$ cat src/assert_macros.svh
// Assertion macros for the byte stream hash RTL, used by bsh_absorb.
// Define ASSERT_OFF to compile every assertion out.
`ifndef ASSERT_MACROS_SVH
`define ASSERT_MACROS_SVH
`ifndef ASSERT_OFF
`define ASSERT_CLK(lbl, clk, rst_n, prop) \
    lbl: assert property (@(posedge clk) disable iff (!rst_n) prop) \
        else $error("assertion failed");
`define ASSERT_NEVER(lbl, clk, rst_n, expr) \
    lbl: assert property (@(posedge clk) disable iff (!rst_n) !(expr)) \
        else $error("forbidden condition seen");
`else
`define ASSERT_CLK(lbl, clk, rst_n, prop)
`define ASSERT_NEVER(lbl, clk, rst_n, expr)
`endif
`endif

$ cat src/bsh_pkg.sv
// Package for the byte stream hash core: mode codes, seeds and hash functions.
// Used by bsh_absorb, bsh_finish and the top level.
`timescale 1ns / 1ps
`default_nettype none
package bsh_pkg;

    localparam int unsigned HashWidth = 32;

    localparam logic MODE_OAAT = 1'b0;
    localparam logic MODE_FNV  = 1'b1;

    localparam logic [HashWidth-1:0] OAAT_SEED = 32'h0000_0000;
    localparam logic [HashWidth-1:0] FNV_SEED  = 32'd2166136261;
    localparam logic [HashWidth-1:0] FNV_PRIME = 32'd16777619;

    typedef logic [HashWidth-1:0] t_hash;

    typedef struct packed {
        t_hash hash;
        logic  mode;
    } t_fin;

    function automatic t_hash oaat_byte(input t_hash h_in, input logic [7:0] b);
        t_hash h;
        h = h_in + {24'd0, b};
        h = h + (h << 10);
        h = h ^ (h >> 6);
        return h;
    endfunction

    function automatic t_hash fnv_byte(input t_hash h_in, input logic [7:0] b);
        t_hash h;
        h = h_in ^ {24'd0, b};
        h = h * FNV_PRIME;
        return h;
    endfunction

    function automatic t_hash oaat_finish(input t_hash h_in);
        t_hash h;
        h = h_in + (h_in << 3);
        h = h ^ (h >> 11);
        h = h + (h << 15);
        return h;
    endfunction

    function automatic t_hash fnv_finish(input t_hash h_in);
        t_hash h;
        h = h_in + (h_in << 13);
        h = h ^ (h >> 7);
        h = h + (h << 3);
        h = h ^ (h >> 17);
        h = h + (h << 5);
        return h;
    endfunction

endpackage
`default_nettype wire

$ cat src/byte_stream_hash_oaat_fnv_core.sv
// Top level of the byte stream hash core: mode register and stage wiring.
// Depends on bsh_pkg, bsh_absorb and bsh_finish.
//
// The core hashes a message that arrives one byte per input transaction and
// returns one 32-bit hash per message, on the transaction marked by tlast.
// The mode register selects Jenkins one-at-a-time (0) or FNV-1a with a final
// mix (1); it is sampled as each transaction is taken, and it should be
// written only while the core is idle. A transaction with tuser low adds no
// byte, so a lone such transaction with tlast high hashes the empty message.
// The core takes one transaction every clock cycle while the output is
// drained. A closing transaction's hash moves from the input register
// through the byte absorb stage, which loads the finish register, and the
// finish mix, which loads the output register.
`timescale 1ns / 1ps
`default_nettype none
module byte_stream_hash_oaat_fnv_core
    import bsh_pkg::*;
(
    input  wire logic        i_clk,
    input  wire logic        i_rst_n,
    input  wire logic        i_cfg_valid,
    output logic             o_cfg_ready,
    input  wire logic        i_cfg_data,     // algorithm_mode
    input  wire logic        s_axis_tvalid,
    output logic             s_axis_tready,
    input  wire logic [7:0]  s_axis_tdata,   // data_byte
    input  wire logic        s_axis_tuser,   // byte_present
    input  wire logic        s_axis_tlast,   // last_byte
    output logic             m_axis_tvalid,
    input  wire logic        m_axis_tready,
    output logic [31:0]      m_axis_tdata    // hash_value
);

    logic  r_mode;
    logic  w_fin_valid;
    logic  w_fin_ready;
    t_fin  w_fin;

    assign o_cfg_ready = 1'b1;

    always_ff @(posedge i_clk) begin
        if (!i_rst_n) begin
            r_mode <= MODE_OAAT;
        end else if (i_cfg_valid && o_cfg_ready) begin
            r_mode <= i_cfg_data;
        end
    end

    bsh_absorb u_absorb (
        .i_clk       (i_clk),
        .i_rst_n     (i_rst_n),
        .i_mode      (r_mode),
        .i_valid     (s_axis_tvalid),
        .o_ready     (s_axis_tready),
        .i_byte      (s_axis_tdata),
        .i_present   (s_axis_tuser),
        .i_last      (s_axis_tlast),
        .o_fin_valid (w_fin_valid),
        .o_fin       (w_fin),
        .i_fin_ready (w_fin_ready)
    );

    bsh_finish u_finish (
        .i_clk       (i_clk),
        .i_rst_n     (i_rst_n),
        .i_fin_valid (w_fin_valid),
        .i_fin       (w_fin),
        .o_fin_ready (w_fin_ready),
        .o_valid     (m_axis_tvalid),
        .i_ready     (m_axis_tready),
        .o_hash      (m_axis_tdata)
    );

endmodule
`default_nettype wire

$ cat src/bsh_absorb.sv
// Input register and per-byte absorb stage holding the running hash.
// Depends on bsh_pkg and assert_macros.svh.
`timescale 1ns / 1ps
`default_nettype none
`include "assert_macros.svh"
module bsh_absorb
    import bsh_pkg::*;
(
    input  wire logic       i_clk,
    input  wire logic       i_rst_n,
    input  wire logic       i_mode,
    input  wire logic       i_valid,
    output logic            o_ready,
    input  wire logic [7:0] i_byte,
    input  wire logic       i_present,
    input  wire logic       i_last,
    output logic            o_fin_valid,
    output t_fin            o_fin,
    input  wire logic       i_fin_ready
);

    logic       r_in_valid;
    logic [7:0] r_in_byte;
    logic       r_in_present;
    logic       r_in_last;
    logic       r_in_mode;
    t_hash      r_hash;
    logic       r_open;
    logic       r_fin_valid;
    t_fin       r_fin;

    t_hash      w_start;
    t_hash      n_hash;
    logic       w_fin_free;
    logic       w_adv;

    assign w_fin_free = !r_fin_valid || i_fin_ready;
    assign w_adv      = r_in_valid && (!r_in_last || w_fin_free);
    assign o_ready    = !r_in_valid || w_adv;

    always_comb begin
        if (r_open) begin
            w_start = r_hash;
        end else if (r_in_mode == MODE_FNV) begin
            w_start = FNV_SEED;
        end else begin
            w_start = OAAT_SEED;
        end
        if (!r_in_present) begin
            n_hash = w_start;
        end else if (r_in_mode == MODE_FNV) begin
            n_hash = fnv_byte(w_start, r_in_byte);
        end else begin
            n_hash = oaat_byte(w_start, r_in_byte);
        end
    end

    always_ff @(posedge i_clk) begin
        if (!i_rst_n) begin
            r_in_valid  <= 1'b0;
            r_open      <= 1'b0;
            r_hash      <= '0;
            r_fin_valid <= 1'b0;
        end else begin
            if (o_ready) begin
                r_in_valid <= i_valid;
            end
            if (w_adv) begin
                if (r_in_last) begin
                    r_open <= 1'b0;
                    r_hash <= '0;
                end else begin
                    r_open <= 1'b1;
                    r_hash <= n_hash;
                end
            end
            if (w_fin_free) begin
                r_fin_valid <= w_adv && r_in_last;
            end
        end
    end

    always_ff @(posedge i_clk) begin
        if (i_valid && o_ready) begin
            r_in_byte    <= i_byte;
            r_in_present <= i_present;
            r_in_last    <= i_last;
            r_in_mode    <= i_mode;
        end
        if (w_adv && r_in_last) begin
            r_fin.hash <= n_hash;
            r_fin.mode <= r_in_mode;
        end
    end

    assign o_fin_valid = r_fin_valid;
    assign o_fin       = r_fin;

    `ASSERT_CLK(a_last_closes, i_clk, i_rst_n, (w_adv && r_in_last) |=> (!r_open && r_hash == '0))
    `ASSERT_CLK(a_body_opens, i_clk, i_rst_n, (w_adv && !r_in_last) |=> r_open)
    `ASSERT_CLK(a_fin_holds, i_clk, i_rst_n, (r_fin_valid && !i_fin_ready) |=> (r_fin_valid && $stable(r_fin)))
    `ASSERT_NEVER(a_closed_hash_zero, i_clk, i_rst_n, !r_open && r_hash != '0)

endmodule
`default_nettype wire

$ cat src/bsh_finish.sv
// Finish mix stage and output register of the byte stream hash core.
// Depends on bsh_pkg.
`timescale 1ns / 1ps
`default_nettype none
module bsh_finish
    import bsh_pkg::*;
(
    input  wire logic  i_clk,
    input  wire logic  i_rst_n,
    input  wire logic  i_fin_valid,
    input  wire t_fin  i_fin,
    output logic       o_fin_ready,
    output logic       o_valid,
    input  wire logic  i_ready,
    output t_hash      o_hash
);

    logic  r_out_valid;
    t_hash r_out_hash;
    t_hash n_out_hash;

    assign o_fin_ready = !r_out_valid || i_ready;

    always_comb begin
        if (i_fin.mode == MODE_FNV) begin
            n_out_hash = fnv_finish(i_fin.hash);
        end else begin
            n_out_hash = oaat_finish(i_fin.hash);
        end
    end

    always_ff @(posedge i_clk) begin
        if (!i_rst_n) begin
            r_out_valid <= 1'b0;
        end else if (o_fin_ready) begin
            r_out_valid <= i_fin_valid;
        end
    end

    always_ff @(posedge i_clk) begin
        if (i_fin_valid && o_fin_ready) begin
            r_out_hash <= n_out_hash;
        end
    end

    assign o_valid = r_out_valid;
    assign o_hash  = r_out_hash;

endmodule
`default_nettype wire

$ cat config.mk
export PLATFORM = sky130hd
export DESIGN_NAME = byte_stream_hash_oaat_fnv_core
export DESIGN_NICKNAME = d
export VERILOG_FILES = /design/src/bsh_pkg.sv /design/src/byte_stream_hash_oaat_fnv_core.sv /design/src/bsh_absorb.sv /design/src/bsh_finish.sv
export VERILOG_INCLUDE_DIRS = /design/src /design/src/src
export SDC_FILE = /design/constraint.sdc
export NUM_CORES = 1
export LEC_CHECK = 0
export ABC_AREA = 1
export BUFFER_PORTS_ARGS = -buffer_cell sky130_fd_sc_hd__clkbuf_2
export CAP_MARGIN = 10
export CORE_MARGIN = 3
export CORE_UTILIZATION = 35
export CTS_CLUSTER_DIAMETER = 120
export DETAILED_ROUTE_END_ITERATION = 16
export HOLD_SLACK_MARGIN = 0.02
export PLACE_DENSITY = 0.48
export SLEW_MARGIN = 25
export SYNTH_ARGS = -nofsm -noshare
export SYNTH_HDL_FRONTEND = slang
export SYNTH_SLANG_ARGS = --single-unit
$ cat constraint.sdc
create_clock -name i_clk -period 14.35 [get_ports i_clk]
set_clock_uncertainty 0.05 [all_clocks]
set_input_delay 0 -clock i_clk [delete_from_list [all_inputs] [get_ports i_clk]]
set_output_delay 0 -clock i_clk [all_outputs]
set_load 0.01 [all_outputs]
==> Word level (Yosys, flattened, before mapping) <==
Cells that the tools add are included.
{ "word_totals": {"in_bits": 16, "word_cells": 45, "reg_bits": 113} }
{ "op_classes": {"mul": 1, "muxes": 7, "reduce_logical": 12, "bitwise_logic": 5, "n_addsub": 7} }
{ "op_table": {"columns": ["op", "n"], "rows": [
  ["$add 32x32->32", 6],
  ["$mux 32", 6],
  ["$add 32x8->32", 1],
  ["$mul 32x25->32 const B", 1],
  ["$xor 32x15->32", 1],
  ["$xor 32x21->32", 1],
  ["$xor 32x25->32", 1],
  ["$xor 32x26->32", 1],
  ["$xor 32x8->32", 1],
  ["$logic_and 1x1->1", 4],
  ["$logic_not 1->1", 4],
  ["$logic_or 1x1->1", 4],
  ["$mux 1", 1]
]} }

==> Longest topological paths before layout <==
{ "logic_depth": {"ltp_word": 8, "depth_mapped": 39, "mapped_depth_nobuf": 39} }

==> By module <==
A second synthesis with hierarchy kept.
{ "unflattened": {"hier_cells": 2863, "hier_area_um2": 20113.0} }
{ "by_module_without_submodules": {"columns": ["mod", "instances", "area_per_inst_um2", "cells_each"], "rows": [
  ["bsh_absorb", 1, 11905.2, 1618],
  ["bsh_finish", 1, 8155.3, 1237],
  ["byte_stream_hash_oaat_fnv_core", 1, 52.6, 8]
]} }

==> Least setup slack after synthesis <==
OpenSTA, ideal clock, no wires.
{ "synth_path": {"path_type": "register to register", "from": "register u_absorb.r_open", "to": "register u_absorb.r_fin (netlist bit u_absorb.o_fin[27]), data pin", "arrival_time_ns": 5.513, "t_required_ns": 14.037, "slack_ns": 8.524, "path_stages_with_launch": 28, "path_cell_list": "dfxtp_1 > buf_6 > clkbuf_1 > nand2_1 > inv_1 > ha_1 > ha_1 > ha_1 > fa_1 > ha_1 > inv_1 > fa_1 > inv_1 > ha_1 > inv_1 > fa_1 > inv_1 > ha_1 > inv_1 > o21ai_0 > a21oi_1 > nand2_1 > nand2_1 > nand3_1 > a21o_1 > or2_2 > nand3_1 > a21boi_0"} }
{ "synth_via": {"elab_chain_len": 6} }
{ "synth_lines": {"columns": ["item", "line", "text"], "rows": [
  ["from (decl)", "bsh_absorb.sv:28", "logic r_open;"],
  ["from (signal assigned)", "bsh_absorb.sv:61", "r_open <= 1'b0;"],
  ["from (signal assigned)", "bsh_absorb.sv:70", "r_open <= 1'b0;"],
  ["from (signal assigned)", "bsh_absorb.sv:73", "r_open <= 1'b1;"],
  ["$mux 32 (*)", "bsh_absorb.sv:42", "if (r_open) begin"],
  ["branches (longest 4 deep; another with $mul 32x25->32)", null, null],
  ["$mux 32 (*)", "bsh_absorb.sv:49", "if (!r_in_present) begin"],
  ["named net u_absorb.n_hash[26]", "bsh_absorb.sv:33", "t_hash n_hash;"],
  ["to (decl)", "bsh_absorb.sv:30", "t_fin r_fin;"]
]} }
Mark *: on every way through the listed nets, which the timed path passes.
A chain may end at the register's enable or synchronous reset.

==> Final worst setup path <==
{ "layout_path": {"from": "register u_absorb.r_in_mode", "to": "register u_absorb.r_hash[22]"} }
{ "layout_via": {"elab_chain_len": 8} }
{ "layout_lines": {"columns": ["item", "line", "text"], "rows": [
  ["from (decl)", "bsh_absorb.sv:26", "logic r_in_mode;"],
  ["from (signal assigned)", "bsh_absorb.sv:88", "r_in_mode <= i_mode;"],
  ["branches (longest 5 deep; another with $mul 32x25->32)", null, null],
  ["$mux 32 (*)", "bsh_absorb.sv:51", "end else if (r_in_mode == MODE_FNV) begin"],
  ["$mux 32 (*)", "bsh_absorb.sv:49", null],
  ["named net u_absorb.n_hash[22]", "bsh_absorb.sv:33", null],
  ["$mux 32 (*)", "bsh_absorb.sv:69", "if (r_in_last) begin"],
  ["to (signal assigned)", "bsh_absorb.sv:74", "r_hash <= n_hash;"],
  ["to (decl)", "bsh_absorb.sv:27", "t_hash r_hash;"]
]} }
Marked as above.

==> impl_metrics.env <==
export IMPL_status="finished, final reports clean"
export IMPL_syn_area_sq_mm=0.0201
export IMPL_post_cts_buffers=0
export IMPL_finalSetupViolations=0
export IMPL_fin_ws_ps=6790
export IMPL_crit_arrival_ps=7910
export IMPL_die_w_microns=246
export IMPL_synthMostInstantiatedCell="nand2_1"
export IMPL_first_pass_iters=5
export IMPL_yosys_area_top_type="ha_1"
export IMPL_ant_nets=0
export IMPL_hp_class="in -> reg"
export IMPL_routed_wl_microns=77400
export IMPL_synth_area_top_cells="ha_1 (21%), nand2_1 (11%), edfxtp_1 (11%)"
export IMPL_diodes=0
export IMPL_critical_path_endpoint_type="flop"
export IMPL_grt_max_degree=49
export IMPL_clk_pin_slew_ps=70
export IMPL_num_rows=87
export IMPL_htree_levels=4
export IMPL_synth_fp_nets=3290
export IMPL_routabilityCongestion=1.01
export IMPL_top_level_ports=51
export IMPL_vias=19300
export IMPL_cts_sinks=113
export IMPL_drt_iter0_drc=1376
export IMPL_place_hpwl_microns=66400
export IMPL_cts_resized=0
export IMPL_nFillCells=6090
export IMPL_met1_usage=0.304
export IMPL_synth_flop_cell="edfxtp_1"
export IMPL_clk_latency_ps=480
export IMPL_finalMaxSlewViolations=0
export IMPL_antenna_found_initial=0
export IMPL_avgSynthCellArea_sq_um=7.04
export IMPL_use_met2=0.464
export IMPL_die_area_sq_mm=0.0605
export IMPL_grt_use_total=0.258
export IMPL_clockBufferDepth=2
export IMPL_cap_violations=0
export IMPL_root_buffer="clkbuf_16"
export IMPL_path_class="reg -> reg"
export IMPL_cp_required_ps=14710
export IMPL_synth_common_cells="nand2_1 (615), inv_1 (529), ha_1 (332)"
export IMPL_worstSetupStartpointType="flop"
export IMPL_use_met3=0.0382
export IMPL_grt_busiest_layer="met2"
export IMPL_path_max_fanout=32
export IMPL_start_util=0.355
export IMPL_seq_area_frac_synth=0.150
export IMPL_rsz0062_at_grt="no"
export IMPL_numCtsBuffers=17
export IMPL_async_flop_share=0
export IMPL_grt_pass1_vias=19800
export IMPL_cts_tree="done"
export IMPL_max_slew_margin_rel=0.363
export IMPL_gr_total_overflow=0
export IMPL_die_h_microns=246
export IMPL_wl_per_cell_microns=21.0
export IMPL_viasPerCell=5.24
export IMPL_fmax_mhz=132
export IMPL_synth_edff_count=76
export IMPL_worst_pin_slew_ps=953
export IMPL_crit_slowest_cell="ha_1"
export IMPL_yosysUniqueCellTypes=65
export IMPL_dp_slack_ps=6860
export IMPL_drc=0
export IMPL_synth_top_area_share=0.206
export IMPL_post_route_min_period_ps=7560
export IMPL_synth_cells=2861
export IMPL_core_area_sq_mm=0.0567
export IMPL_cpMostUsedCell="inv_1"
export IMPL_setup_tns_ps=0
export IMPL_ys_seq_elements=113
export IMPL_grt_first_pass_wirelength_microns=117000
export IMPL_finalCritPeriodShare=0.527
export IMPL_cts_hold_buf=17
export IMPL_numPortBuffers=49
export IMPL_yosys_warnings=0
export IMPL_max_stage_delay_ps=680
export IMPL_num_nets_final=3353
export IMPL_area_delta_synth_final_pct=9.39
export IMPL_drive_gt1_frac=0.0569
export IMPL_finalHoldViolations=0
[final timing paths]
| path | depth (start not counted) | slack [ps] | start | endpoint |
|---|---|---|---|---|
| worst max-delay path | 32 | 6790 | u_absorb.r_in_mode | u_absorb.r_hash[22] |
| worst min-delay path | 2 | 190 | s_axis_tdata[0] | u_absorb.r_in_byte[0] |
| worst max register to register | 32 | 6790 | u_absorb.r_in_mode | u_absorb.r_hash[22] |
| worst min register to register | 0 | 420 | r_mode | u_absorb.r_in_mode |
[state kept, by name, summed over array words and instances (netlist names), 8 cells and up]
name / flops
u_absorb.o_fin: 33
u_absorb.r_hash: 32
u_absorb.r_in_byte: 8
u_finish.o_hash: 32
[through the flow]
stage	instance area, sq um	instances	utilization	hold slack, ps
final	22000	3693	0.389	195
after floorplan	20100	2861	-	43.5
after CTS	22000	3693	0.389	169
after global placement	21300	3644	0.375	130
after detailed placement	21300	3644	0.375	130
after global routing	22000	3693	0.389	188
[routing by layer]
layer | part of all wire | up-vias
li1 | - | 9468
met2 | 0.49 | 607
met5 | 0 | -
met3 | 0.047 | 157
met1 | 0.41 | 9112
met4 | 0.046 | 0
[critical path: cells and delay by family, from the launching register on]
| kind | cells | cell delay [ps] |
|---|---|---|
| and+or+nand+nor | 9 | 1710 |
| DFF | 1 | 360 |
| buffers and inverters | 10 | 960 |
| AOI/OAI and AO/OA | 4 | 770 |
| adders and majority gates | 9 | 3620 |
[cells by family after synthesis]
family	count (synthesis)	share of synthesized area
flip-flops	113	0.150
multiplexers	1	0.000497
AND/OR/NAND/NOR	1064	0.229
adder cells (fa/ha/maj)	413	0.287
buffers and inverters	569	0.107
XOR/XNOR	193	0.0861
other	1	0.000186
AO/OA/AOI/OAI	507	0.141
[area by class of cell]
class / count / area [sq um] / share of cell area
repair buffers: 77 / 498 / 0.0226
clock inverters: 9 / 78.8 / 0.00358
multi-input cells: 2179 / 15000 / 0.680
well taps: 756 / 946 / 0.0429
flip-flops and latches: 113 / 3020 / 0.137
clock buffers: 23 / 500 / 0.0227
inverters: 536 / 2010 / 0.0913
[layout by cell type, fill, tap and decap left out, types with 19 or more instances in the layout]
cell and instances:
ha_1 332, o21ai_0 134, a31oi_1 20, clkbuf_2 49, nor2_1 151, dfxtp_1 37, nor3_1 23, o21ai_1 22
clkbuf_16 19, fa_1 81, xnor2_1 65, inv_1 528, a21oi_1 251, edfxtp_1 76, nand2_1 615, xor2_1 123
nand3_1 160, nand4_1 34
Power is not shown: default switching activity piles up to over one toggle a cycle in this logic, so the estimate is an artifact.
